`src/hdl/btnpk_pkg.sv`:
```
// Shared types and constants for the bounded top-N priority keeper.
// No dependencies; imported by btnpk_cell and bounded_top_n_priority_keeper.
`default_nettype none

package btnpk_pkg;

  localparam int KEY_W        = 32;
  localparam int HANDLE_W     = 16;
  localparam int COUNT_OUT_W  = 7;
  localparam int CAPACITY_DEF = 64;

  // One stored entry: handle with its priority key.
  typedef struct packed {
    logic [HANDLE_W-1:0] handle;
    logic [KEY_W-1:0]    key;
  } slot_t;

  // Chain-wide control broadcast to every cell.
  typedef struct packed {
    logic ld;    // update the chain this cycle
    logic full;  // evict the lowest entry while inserting
  } chain_ctrl_t;

endpackage

`default_nettype wire

```
`src/hdl/btnpk_cell.sv`:
```
// One cell of the sorted chain: holds a single entry and picks its next value
// from itself, the incoming entry or a neighbour. Depends on btnpk_pkg.
`default_nettype none

module btnpk_cell
  import btnpk_pkg::*;
#(
  parameter int CELL_IDX = 0,
  parameter int CNT_W    = 7
) (
  input  wire logic        clk,
  input  wire chain_ctrl_t ctrl,
  input  wire logic [CNT_W-1:0] cnt,
  input  wire slot_t       new_slot,
  input  wire slot_t       lo_slot,
  input  wire slot_t       hi_slot,
  input  wire logic        lo_gt,
  input  wire logic        hi_gt,
  output logic             gt,
  output slot_t            slot_q,
  output slot_t            slot_nxt
);

  slot_t slot_r;

  // Empty cells count as above the newcomer; ties stay below it.
  assign gt = (CNT_W'(CELL_IDX) >= cnt) || (slot_r.key > new_slot.key);

  always_comb begin
    slot_nxt = slot_r;
    if (ctrl.ld) begin
      if (ctrl.full) begin
        // Shift down towards the evicted bottom up to the insertion point.
        if (!hi_gt) begin
          slot_nxt = hi_slot;
        end else if (!gt) begin
          slot_nxt = new_slot;
        end
      end else begin
        // Shift up above the insertion point.
        if (gt) begin
          if (!lo_gt) begin
            slot_nxt = new_slot;
          end else begin
            slot_nxt = lo_slot;
          end
        end
      end
    end
  end

  always_ff @(posedge clk) begin
    slot_r <= slot_nxt;
  end

  assign slot_q = slot_r;

endmodule

`default_nettype wire
```
`config.mk`:
```
export PLATFORM = sky130hd
export DESIGN_NAME = btnpk_cell
export DESIGN_NICKNAME = d
export VERILOG_FILES = /design/src/hdl/btnpk_pkg.sv /design/src/hdl/btnpk_cell.sv
export SDC_FILE = /design/constraint.sdc
export NUM_CORES = 1
export LEC_CHECK = 0
export BUFFER_PORTS_ARGS = -buffer_cell sky130_fd_sc_hd__buf_4
export CAP_MARGIN = 20
export CORE_ASPECT_RATIO = 0.5
export CORE_MARGIN = 8
export CORE_UTILIZATION = 40
export CTS_BUF_LIST = sky130_fd_sc_hd__clkbuf_8
export DETAILED_ROUTE_END_ITERATION = 12
export PLACE_DENSITY_LB_ADDON = 0.12
export SLEW_MARGIN = 40
export SYNTH_ARGS = -nofsm -noshare
export SYNTH_HDL_FRONTEND = slang
export SYNTH_SLANG_ARGS = --single-unit
```
`constraint.sdc`:
```
create_clock -name clk -period 6.1 [get_ports clk]
set_input_delay 0.305 -clock clk [delete_from_list [all_inputs] [get_ports clk]]
set_output_delay 0.305 -clock clk [all_outputs]
set_load 0.05 [all_outputs]
```
== Word-level counts from Yosys, hierarchy flattened ==
Cells that the tools add are included.
Word-level totals
  word-level logic and storage cells: 11
  flip-flop bits (word level): 48
  bits of input ports: 156
  output and inout bits: 97
Cells by class
  order comparisons: 2
  multiplexer cells: 6
  reduce and logical (&&, ||, !) cells: 1
Operators with widths (count)
  2-to-1 mux 48 bit: 6
  > comparator 32 bit: 1
  >= comparator 1 x 7 -> 1 bit, first input constant: 1
  logical OR 1 bit: 1

== Depth between registers and ports, before layout ==
Gate-level depths: netlist (run 1).
  depth after elaboration: 6
  gate-level depth with buffers: 12
  mapped depth without buffers: 10

== Worst setup path after synthesis (run 1) ==
Ideal clock, no wire load.
  path type: register -> output
  start point: reg slot_r, in the netlist slot_q[30]
  end point: out slot_nxt[0] (netlist bit)
  arrival time: 3.681 ns
  cell stages (with the launch flop): 12
  path buffers: 2
  data required time: 5.795 ns
  setup slack: 2.114 ns
  cell sequence: dfxtp_1 > ha_1 > nand4_1 > or2_1 > o211a_1 > a32o_1 > a22o_1 > buf_4 > clkinv_4 > o21ai_2 > buf_6 > a221oi_1
RTL lines
  from (decl): RTL line btnpk_cell.sv:24  | slot_t slot_r;
  from (signal assigned): RTL line btnpk_cell.sv:53  | slot_r <= slot_nxt;
  to (decl): RTL line btnpk_cell.sv:21  | output slot_t slot_nxt

==> Flow_metrics.wiki, run 1 <==
{| class="wikitable"
! Metric !! Value
|-
| Result of the run || complete, no violations
|-
| CP max FO || 37
|-
| Maximum level of the CTS H-tree || 2
|-
| Total power consumption of the routed design || 3903 uW
|-
| Synthesized netlist cell count || 558
|-
| Final Cycle Share || 83.32%
|-
| Detailed-routing iteration count for the pre-antenna-repair pass || 6
|-
| Total detailed-routing wirelength || 18.56 mm
|-
| Total placed cells including tap cells || 928
|-
| Critical setup path kind || register to output port
|-
| Area share of fa/ha/maj cells after synthesis || 8.466%
|-
| CTS hold repair buffers || 0
|-
| Number of instances resized during post-cts repair || 0
|-
| Clock Pin Slew Worst Setup and Hold Paths || 0.10 ns
|-
| Die Area || 15770 sq um
|-
| Clock network latency to the later pin of the worst-skew pair || 0.32 ns
|-
| Combinational family with the most area after synthesis || compound AO/OA/AOI/OAI gates
|-
| PwrDens || 576.9 nW/um^2
|-
| Worst vdd ir || 0.0003645 V
|-
| Number of antenna-violating nets in the routed design || 0
|-
| Number of flip-flops under the largest register name || 48
|-
| Final hold violation count || 0
|-
| Gr ovfl total || 0
|-
| Count of warnings emitted by yosys || 0
|-
| Final worst path period need || 5.083 ns
|-
| Buffers from clock root to sink, at most || 2
|-
| Filler cells || 1087
|-
| Setup repair after global routing missed its margin || no
|-
| Total standard cell area after synthesis || 4730 sq um
|-
| Post-detailed-placement half-perimeter wirelength || 13.65 mm
|-
| Startpoint class of the critical path || register
|-
| Horiz. Die Dim || 169.8 microns
|-
| Slew margin rel. || 48.33%
|-
| Storage cell area || 960.9 sq um
|-
| Hold crit path type || input port to register
|-
| Number of clock sinks seen by CTS || 48
|-
| Pleak || 0.003142 uW
|-
| Slowest cell delay on critical path || 0.68 ns
|-
| Mean post-synth cell area || 8.476 sq um
|-
| Share of cell area taken by muxes after synthesis || 18.97%
|-
| CTS buffer count || 5
|-
| Number of diodes || 0
|-
| Core occupancy in the finished layout || 58.00%
|-
| Average detailed-routed wire length per instance || 19.83 microns
|-
| Net count, final || 958
|-
| Post-route non-filler standard cell count || 936
|-
| Share of cells above drive strength 1 || 39.82%
|-
| Wire length of the first global-routing pass || 28.83 mm
|-
| Number of antenna violations at the first check in global routing || 0
|-
| Yosys top cell by area || dfxtp_1
|-
| Initial DRC Count || 258
|-
| Clock tree from TritonCTS || built
|-
| Core area || 11670 sq um
|-
| Kind of end point of the critical path || output port
|-
| DRC errors left || 0
|-
| Slew @ Worst Pin || 0.7554 ns
|-
| Initial Utilization || 40.54%
|-
| Data required time of the worst path || 5.79 ns
|-
| Final estimated routing congestion in global placement || 0.7670
|-
| Worst clock skew || 0.01188 ns
|-
| Via density per instance || 5.534
|-
| TNS Setup || 0 ns
|-
| Post-synthesis simple-gate area fraction || 13.70%
|-
| Number of storage elements in the synthesis netlist || 48
|-
| Leading post-synthesis cells by cell area || dfxtp_1 (20%), mux2i_1 (10%), a211oi_2 (9.3%)
|-
| Site Rows || 28
|-
| I/O pin count || 253
|-
| Xor/xnor share of the synthesized area || 0%
|-
| Max Slew Vio Count || 0
|-
| Proportion of synthesized chip area in sequential cells || 20.32%
|-
| Distinct cell type count of the synthesized netlist || 44
|-
| Max stage delay cell, worst path || o21ai_2
|-
| Total global-route track usage || 22.36%
|-
| Number of maximum-capacitance constraint violations || 0
|-
| Height of the chip || 92.89 microns
|-
| Crit path cell chain || ha_1 > nand4_1 > or2_1 > nor4_2 > a32o_1 > a22o_2 > clkinv_4 > o21ai_2 > a221o_1 > buf_4
|-
| Area growth, synth to finish || 43.07%
|-
| Largest net degree at the start of global routing || 84
|-
| Final setup violation count || 0
|-
| Multi-input gate area in the final layout || 3437 sq um
|-
| Arrival time worst endpoint || 4.78 ns
|-
| Postcts setup bufs || 0
|-
| Quantity of I/O buffers inserted on ports || 252
|-
| Number of global-route vias before repair || 5408
|-
| Maximum clock frequency || 196.7 MHz
|-
| Overall via count from detail_route || 5180
|-
| Synthesized-area fraction occupied by ao, oa, aoi and oai cells || 30.56%
|-
| Syn Nets || 746
|-
| Share of Yosys cell area claimed by the top area cell type || 20.32%
|-
| Clock root buffer || clkbuf_8
|}
==> critical path: cells and delay by family (launching register included) <==
family | cells | cell delay (ns)
AOI/OAI and AO/OA | 4 | 1.99
adders and majority gates | 1 | 0.35
buffers and inverters | 2 | 0.72
DFF | 1 | 0.38
and+or+nand+nor | 3 | 0.99
==> layout make-up <==
type	count	area share [%]
clock inverter	3	0.5732
multi-input combinational	424	50.80
timing repair buffer	254	28.24
inverter	37	2.126
clock buffer	5	1.017
tap	165	3.051
sequential	48	14.20
==> routing by layer <==
layer	up-vias	global-route usage [%]	share of wire [%]
met5	-	0	0
met4	0	3.438	0.71
met3	11	6.367	7.6
met2	158	38.28	47
met1	2458	28.04	45
li1	2553	-	-
==> cells by family after synthesis <==
group / after synthesis
compound gates: 171
fa+ha+maj: 32
buf+inv: 86
flops: 48
mux: 85
simple gates: 136
==> final timing paths <==
path,slack (ns),end,from,cells past startpoint
min,0.32,slot_q[0],hi_slot[0],3
max,1.02,slot_nxt[43],slot_q[26],10
min reg2reg,0.54,slot_q[46],slot_q[46],2
max reg2reg,1.74,slot_q[46],slot_q[26],9
==> placed cells by master (no fill, tap or decap), types with 14 or more instances in the layout <==
master and n:
buf_4 253, nor2_1 69, mux2i_1 48, dfxtp_1 48
inv_1 37, o22ai_1 35, a211oi_1 35, mux2_1 35
a211oi_2 35, ha_1 32, nand2b_1 14
==> through the flow <==
stage	worst slack [ns]	hold slack, ns	cell area, sq um
2_1_floorplan	2.114	0.6934	4730
3_3_place_gp	1.515	0.4961	6628
3_5_place_dp	1.411	0.5187	6641
4_1_cts	1.129	0.3053	6749
5_1_grt	0.7433	0.3205	6766
6_report	1.017	0.3242	6766
==> synth_stat cells <==
cell type / number
o31ai_1: 1
a2111oi_0: 1
mux2_2: 2
nand4_1: 7
inv_1: 36
o32ai_1: 2
mux2_1: 35
nor2b_1: 13
nand2_1: 7
nor4_1: 2
a221oi_1: 13
a21oi_1: 13
nand2b_1: 16
o311ai_1: 1
a211oi_2: 35
o21a_1: 2
a221o_1: 11
buf_4: 5
o21ai_0: 2
nor2_1: 69
dfxtp_1: 48
a21o_1: 3
clkbuf_1: 38
a311oi_1: 11
o211ai_1: 1
o22ai_1: 35
buf_6: 4
a32o_1: 1
buf_1: 1
ha_1: 32
mux2i_1: 48
nand3_1: 2
o21ai_2: 1
and3_1: 3
o21ai_1: 1
nor3_1: 13
buf_2: 1
nor4_2: 1
or2_1: 1
clkinv_4: 1
o211a_1: 1
a211oi_1: 35
and2_1: 2
a22o_1: 1
==> power by group <==
part	switching (uW)	internal, uW	leakage, uW
clock	130	121	0.0000593
sequential	205	480	0.000405
combinational	1990	975	0.00268
total	2330	1580	0.00314
No activity file was read; power rests on OpenSTA's default activity.
==> run 2, diff against run 1 <==
--- a/config.mk
+++ b/config.mk
@@ -5,6 +5,7 @@
 export SDC_FILE = /design/constraint.sdc
 export NUM_CORES = 1
 export LEC_CHECK = 0
+export ABC_AREA = 1
 export BUFFER_PORTS_ARGS = -buffer_cell sky130_fd_sc_hd__buf_4
 export CAP_MARGIN = 20
 export CORE_ASPECT_RATIO = 0.5
==> constraint.sdc (replaced) <==
create_clock -name clk -period 4.29 [get_ports clk]
set_input_delay 0.2145 -clock clk [delete_from_list [all_inputs] [get_ports clk]]
set_output_delay 0.2145 -clock clk [all_outputs]
set_load 0.05 [all_outputs]
==> Flow_metrics.wiki, run 2 <==
{| class="wikitable"
! Metric !! Value
|-
| Result of the run || complete, no violations (unchanged)
|-
| Maximum clock frequency || 278.0 MHz
|-
| Synthesized netlist cell count || 1013 (was 558)
|-
| Share of total power in combinational logic || 67.9% (was 76.0%)
|-
| Final hold violation count || 0 (unchanged)
|-
| CTS hold repair buffers || 0 (unchanged)
|-
| Worst flop-to-flop path startpoint || slot_q[27] (was slot_q[26])
|-
| Share of Yosys cell area claimed by the top area cell type || 25.74% (was 20.32%)
|-
| I/O pin count || 253 (unchanged)
|-
| DRC errors left || 0 (unchanged)
|-
| Post-detailed-placement half-perimeter wirelength || 15.32 mm (was 13.65 mm)
|-
| Data required time of the worst path || 4.08 ns (was 5.79 ns)
|-
| Cell Area, Placed || 7194 sq um (was 6641 sq um)
|-
| Critical setup path kind || register to output port (unchanged)
|-
| Critical Path End || slot_nxt[35] (was slot_nxt[43])
|-
| Area growth, synth to finish || 37.34% (was 43.07%)
|-
| Clock root buffer || clkbuf_8 (unchanged)
|-
| Quantity of I/O buffers inserted on ports || 252 (unchanged)
|-
| Number of clock sinks seen by CTS || 48 (unchanged)
|-
| Final worst path period need || 3.597 ns
|-
| Slowest cell delay on critical path || 0.57 ns (was 0.68 ns)
|-
| TNS Setup || 0 ns (unchanged)
|-
| Share of cells above drive strength 1 || 22.59% (was 39.82%)
|-
| Total standard cell area after synthesis || 5308 sq um (was 4730 sq um)
|-
| Net count, final || 1400 (was 958)
|-
| Worst reg-to-reg setup slack || 1.35 ns (was 1.74 ns)
|-
| Die Area || 17430 sq um (was 15770 sq um)
|-
| Share of total power in the clock network || 10.9% (was 6.4%)
|-
| Pleak || 0.004246 uW (was 0.003142 uW)
|-
| Max Slew Vio Count || 0 (unchanged)
|-
| Initial Utilization || 41.44% (was 40.54%)
|-
| Number of maximum-capacitance constraint violations || 0 (unchanged)
|-
| Post-synthesis simple-gate area fraction || 43.38% (was 13.70%)
|-
| Hold path depth || 5 (was 3)
|-
| Total detailed-routing wirelength || 21.59 mm (was 18.56 mm)
|-
| Async set-reset flop share out of synthesis || 0% (unchanged)
|-
| Kind of end point of the critical path || output port (unchanged)
|-
| Overall via count from detail_route || 7064 (was 5180)
|-
| Post-route non-filler standard cell count || 1383 (was 936)
|-
| Syn Nets || 1201 (was 746)
|-
| Total global-route track usage || 23.82% (was 22.36%)
|-
| Via density per instance || 5.108 (was 5.534)
|-
| Buffers from clock root to sink, at most || 2 (unchanged)
|-
| Hold crit path type || input port to register (unchanged)
|-
| Maximum level of the CTS H-tree || 2 (unchanged)
|-
| Initial DRC Count || 485 (was 258)
|-
| Final estimated routing congestion in global placement || 0.8434 (was 0.7670)
|-
| PwrDens || 412.8 nW/um^2 (was 576.9 nW/um^2)
|-
| Xor/xnor share of the synthesized area || 0% (unchanged)
|-
| Commonest cells post-synth || nand2_1 (364), nand3_1 (146), inv_1 (141) (was nor2_1 (69), dfxtp_1 (48), mux2i_1 (48))
|-
| Largest net degree at the start of global routing || 87 (was 84)
|-
| Cell with the most instances after synthesis || nand2_1 (was nor2_1)
|-
| R2r worst-path depth || 15 (was 9)
|-
| Area share of fa/ha/maj cells after synthesis || 7.544% (was 8.466%)
|-
| Proportion of power drawn by flip-flops and latches || 21.2% (was 17.6%)
|-
| Combinational family with the most area after synthesis || simple AND/OR/NAND/NOR gates (was compound AO/OA/AOI/OAI gates)
|-
| Core area || 12810 sq um (was 11670 sq um)
|-
| Leading cell types in the layout, fill and taps excluded || nand2_1 (363), buf_4 (256), nand3_1 (146) (was buf_4 (253), nor2_1 (69), mux2i_1 (48), dfxtp_1 (48), inv_1 (37))
|-
| Yosys top cell by area || nand2_1 (was dfxtp_1)
|-
| Number of storage elements in the synthesis netlist || 48 (unchanged)
|-
| Number of global-route vias before repair || 6818 (was 5408)
|-
| Internal portion of total power || 1299 uW (was 1576 uW)
|-
| Final setup violation count || 0 (unchanged)
|-
| Share of cell area taken by muxes after synthesis || 0% (was 18.97%)
|-
| Average detailed-routed wire length per instance || 15.61 microns (was 19.83 microns)
|-
| Slew margin rel. || 46.66% (was 48.33%)
|-
| Clock tree from TritonCTS || built (unchanged)
|-
| CP max FO || 54 (was 37)
|-
| Mean post-synth cell area || 5.239 sq um (was 8.476 sq um)
|-
| Clock Pin Slew Worst Setup and Hold Paths || 0.12 ns (was 0.10 ns)
|-
| Crit Reg-Reg Endpoint || slot_q[19] (was slot_q[46])
|-
| Total placed cells including tap cells || 1375 (was 928)
|-
| Detailed-routing iteration count for the pre-antenna-repair pass || 4 (was 6)
|-
| Most used cell, CP || nand2_1
|-
| Setup repair after global routing missed its margin || no (unchanged)
|-
| Number of antenna-violating nets in the routed design || 0 (unchanged)
|-
| Arrival time worst endpoint || 3.38 ns (was 4.78 ns)
|-
| Final Cell Area || 7289 sq um (was 6766 sq um)
|-
| Horiz. Die Dim || 178.9 microns (was 169.8 microns)
|-
| Max stage delay cell, worst path || buf_4 (was o21ai_2)
|-
| Worst vdd ir || 0.0002977 V (was 0.0003645 V)
|-
| Startpoint of the most critical setup path || slot_q[31] (was slot_q[26])
|-
| Leading post-synthesis cells by cell area || nand2_1 (26%), dfxtp_1 (18%), nand3_1 (14%) (was dfxtp_1 (20%), mux2i_1 (10%), a211oi_2 (9.3%))
|-
| Gr ovfl total || 0 (unchanged)
|-
| Crit path cell chain || ha_1 > nand2_1 > nor2_1 > nand2_1 > nor2_1 > nand2_1 > nand2_1 > nand2_2 > nand2_4 > buf_4 > nand2_1 > nand3_1 > nand2_1 > inv_1 > nand2_1 > o21ai_1 > buf_4 (was ha_1 > nand4_1 > or2_1 > nor4_2 > a32o_1 > a22o_2 > clkinv_4 > o21ai_2 > a221o_1 > buf_4)
|-
| Distinct cell type count of the synthesized netlist || 21 (was 44)
|-
| Postcts setup bufs || 0 (unchanged)
|-
| Number of flip-flops under the largest register name || 48 (unchanged)
|-
| Number of antenna violations at the first check in global routing || 0 (unchanged)
|-
| Wire length of the first global-routing pass || 34.57 mm (was 28.83 mm)
|-
| Most used DFF post-synth || dfxtp_1 (unchanged)
|-
| Clock network latency to the later pin of the worst-skew pair || 0.33 ns (was 0.32 ns)
|-
| Worst clock skew || 0.01378 ns (was 0.01188 ns)
|-
| Slew @ Worst Pin || 0.8001 ns (was 0.7554 ns)
|-
| Count of warnings emitted by yosys || 0 (unchanged)
|-
| Sw Ratio || 56.82% (was 59.64%)
|-
| Net switching power || 1710 uW (was 2328 uW)
|-
| Height of the chip || 97.45 microns (was 92.89 microns)
|-
| CTS buffer count || 5 (unchanged)
|-
| Synthesized-area fraction occupied by ao, oa, aoi and oai cells || 15.28% (was 30.56%)
|-
| Number of synthesized flops with an enable pin || 0 (unchanged)
|-
| Startpoint class of the critical path || register (unchanged)
|-
| Number of instances resized during post-cts repair || 0 (unchanged)
|-
| Commonest non-fill, non-tap cell in the layout || nand2_1 (was buf_4)
|-
| Proportion of synthesized chip area in sequential cells || 18.10% (was 20.32%)
|-
| Filler cells || 1347 (was 1087)
|-
| Number of diodes || 0 (unchanged)
|-
| Site Rows || 29 (was 28)
|-
| Final Cycle Share || 83.85%
|}
run 2: layout make-up:
class	count	area (sq um)	share of cell area, %
Clock inverter	2	11.26	0.1545
Sequential cell	48	960.9	13.18
Clock buffer	6	82.58	1.133
Inverter	145	548.0	7.518
Timing Repair Buffer	258	1953	26.79
Tap cell	170	212.7	2.918
Multi-Input combinational cell	754	3521	48.30
run 2: worst min-delay path by stage:
stage / start / to
4_1_cts: ctrl[0] / slot_q[18]
3_3_place_gp: slot_q[43] / slot_q[43]
6_report: hi_slot[47] / slot_q[47]
3_5_place_dp: slot_q[47] / slot_q[47]
5_1_grt: ctrl[0] / slot_q[18]
2_1_floorplan: slot_q[33] / slot_q[33]
run 2: kinds of logic after synthesis:
logic type / count (synthesis)
adders and majority gates: 32
buffers and inverters: 211
AOI/OAI and AO/OA: 161
and+or+nand+nor: 561
DFF: 48
run 2: through the flow:
| step | power, uW | hold slack (ns) | setup WS (ns) | util, % |
|---|---|---|---|---|
| global placement | 2662 | 0.4940 | 1.064 | 55.96 |
| finish | 3009 | 0.2407 | 0.6929 | 56.91 |
| CTS | 3019 | 0.2271 | 0.6900 | 56.90 |
| global route | 3230 | 0.2339 | 0.2810 | 56.91 |
| floorplan | 2078 | 0.6690 | 1.122 | - |
| detailed placement | 2688 | 0.4954 | 1.044 | 56.17 |
run 2: per-layer routing:
metal	up-vias	part of all wire [%]	track usage, %
met5	-	0	0
met4	0	1.1	5.875
met3	16	9.7	6.633
met2	287	46	38.56
met1	3177	43	30.56
li1	3584	-	-
run 2: power by group through the flow:
stage	combinational [uW]	sequential, uW	clock, uW
finish	2040	637	329
global route	2230	650	355
CTS	2050	635	334
detailed placement	2040	645	0
global placement	2020	642	0
floorplan	1140	939	0
run 2: critical path: cells and delay by family, from the launching register on:
| kind | cells | cell delay, ns |
|---|---|---|
| compound gates | 1 | 0.12 |
| flops | 1 | 0.36 |
| simple gates | 12 | 1.36 |
| fa+ha+maj | 1 | 0.30 |
| buf+inv | 3 | 0.88 |
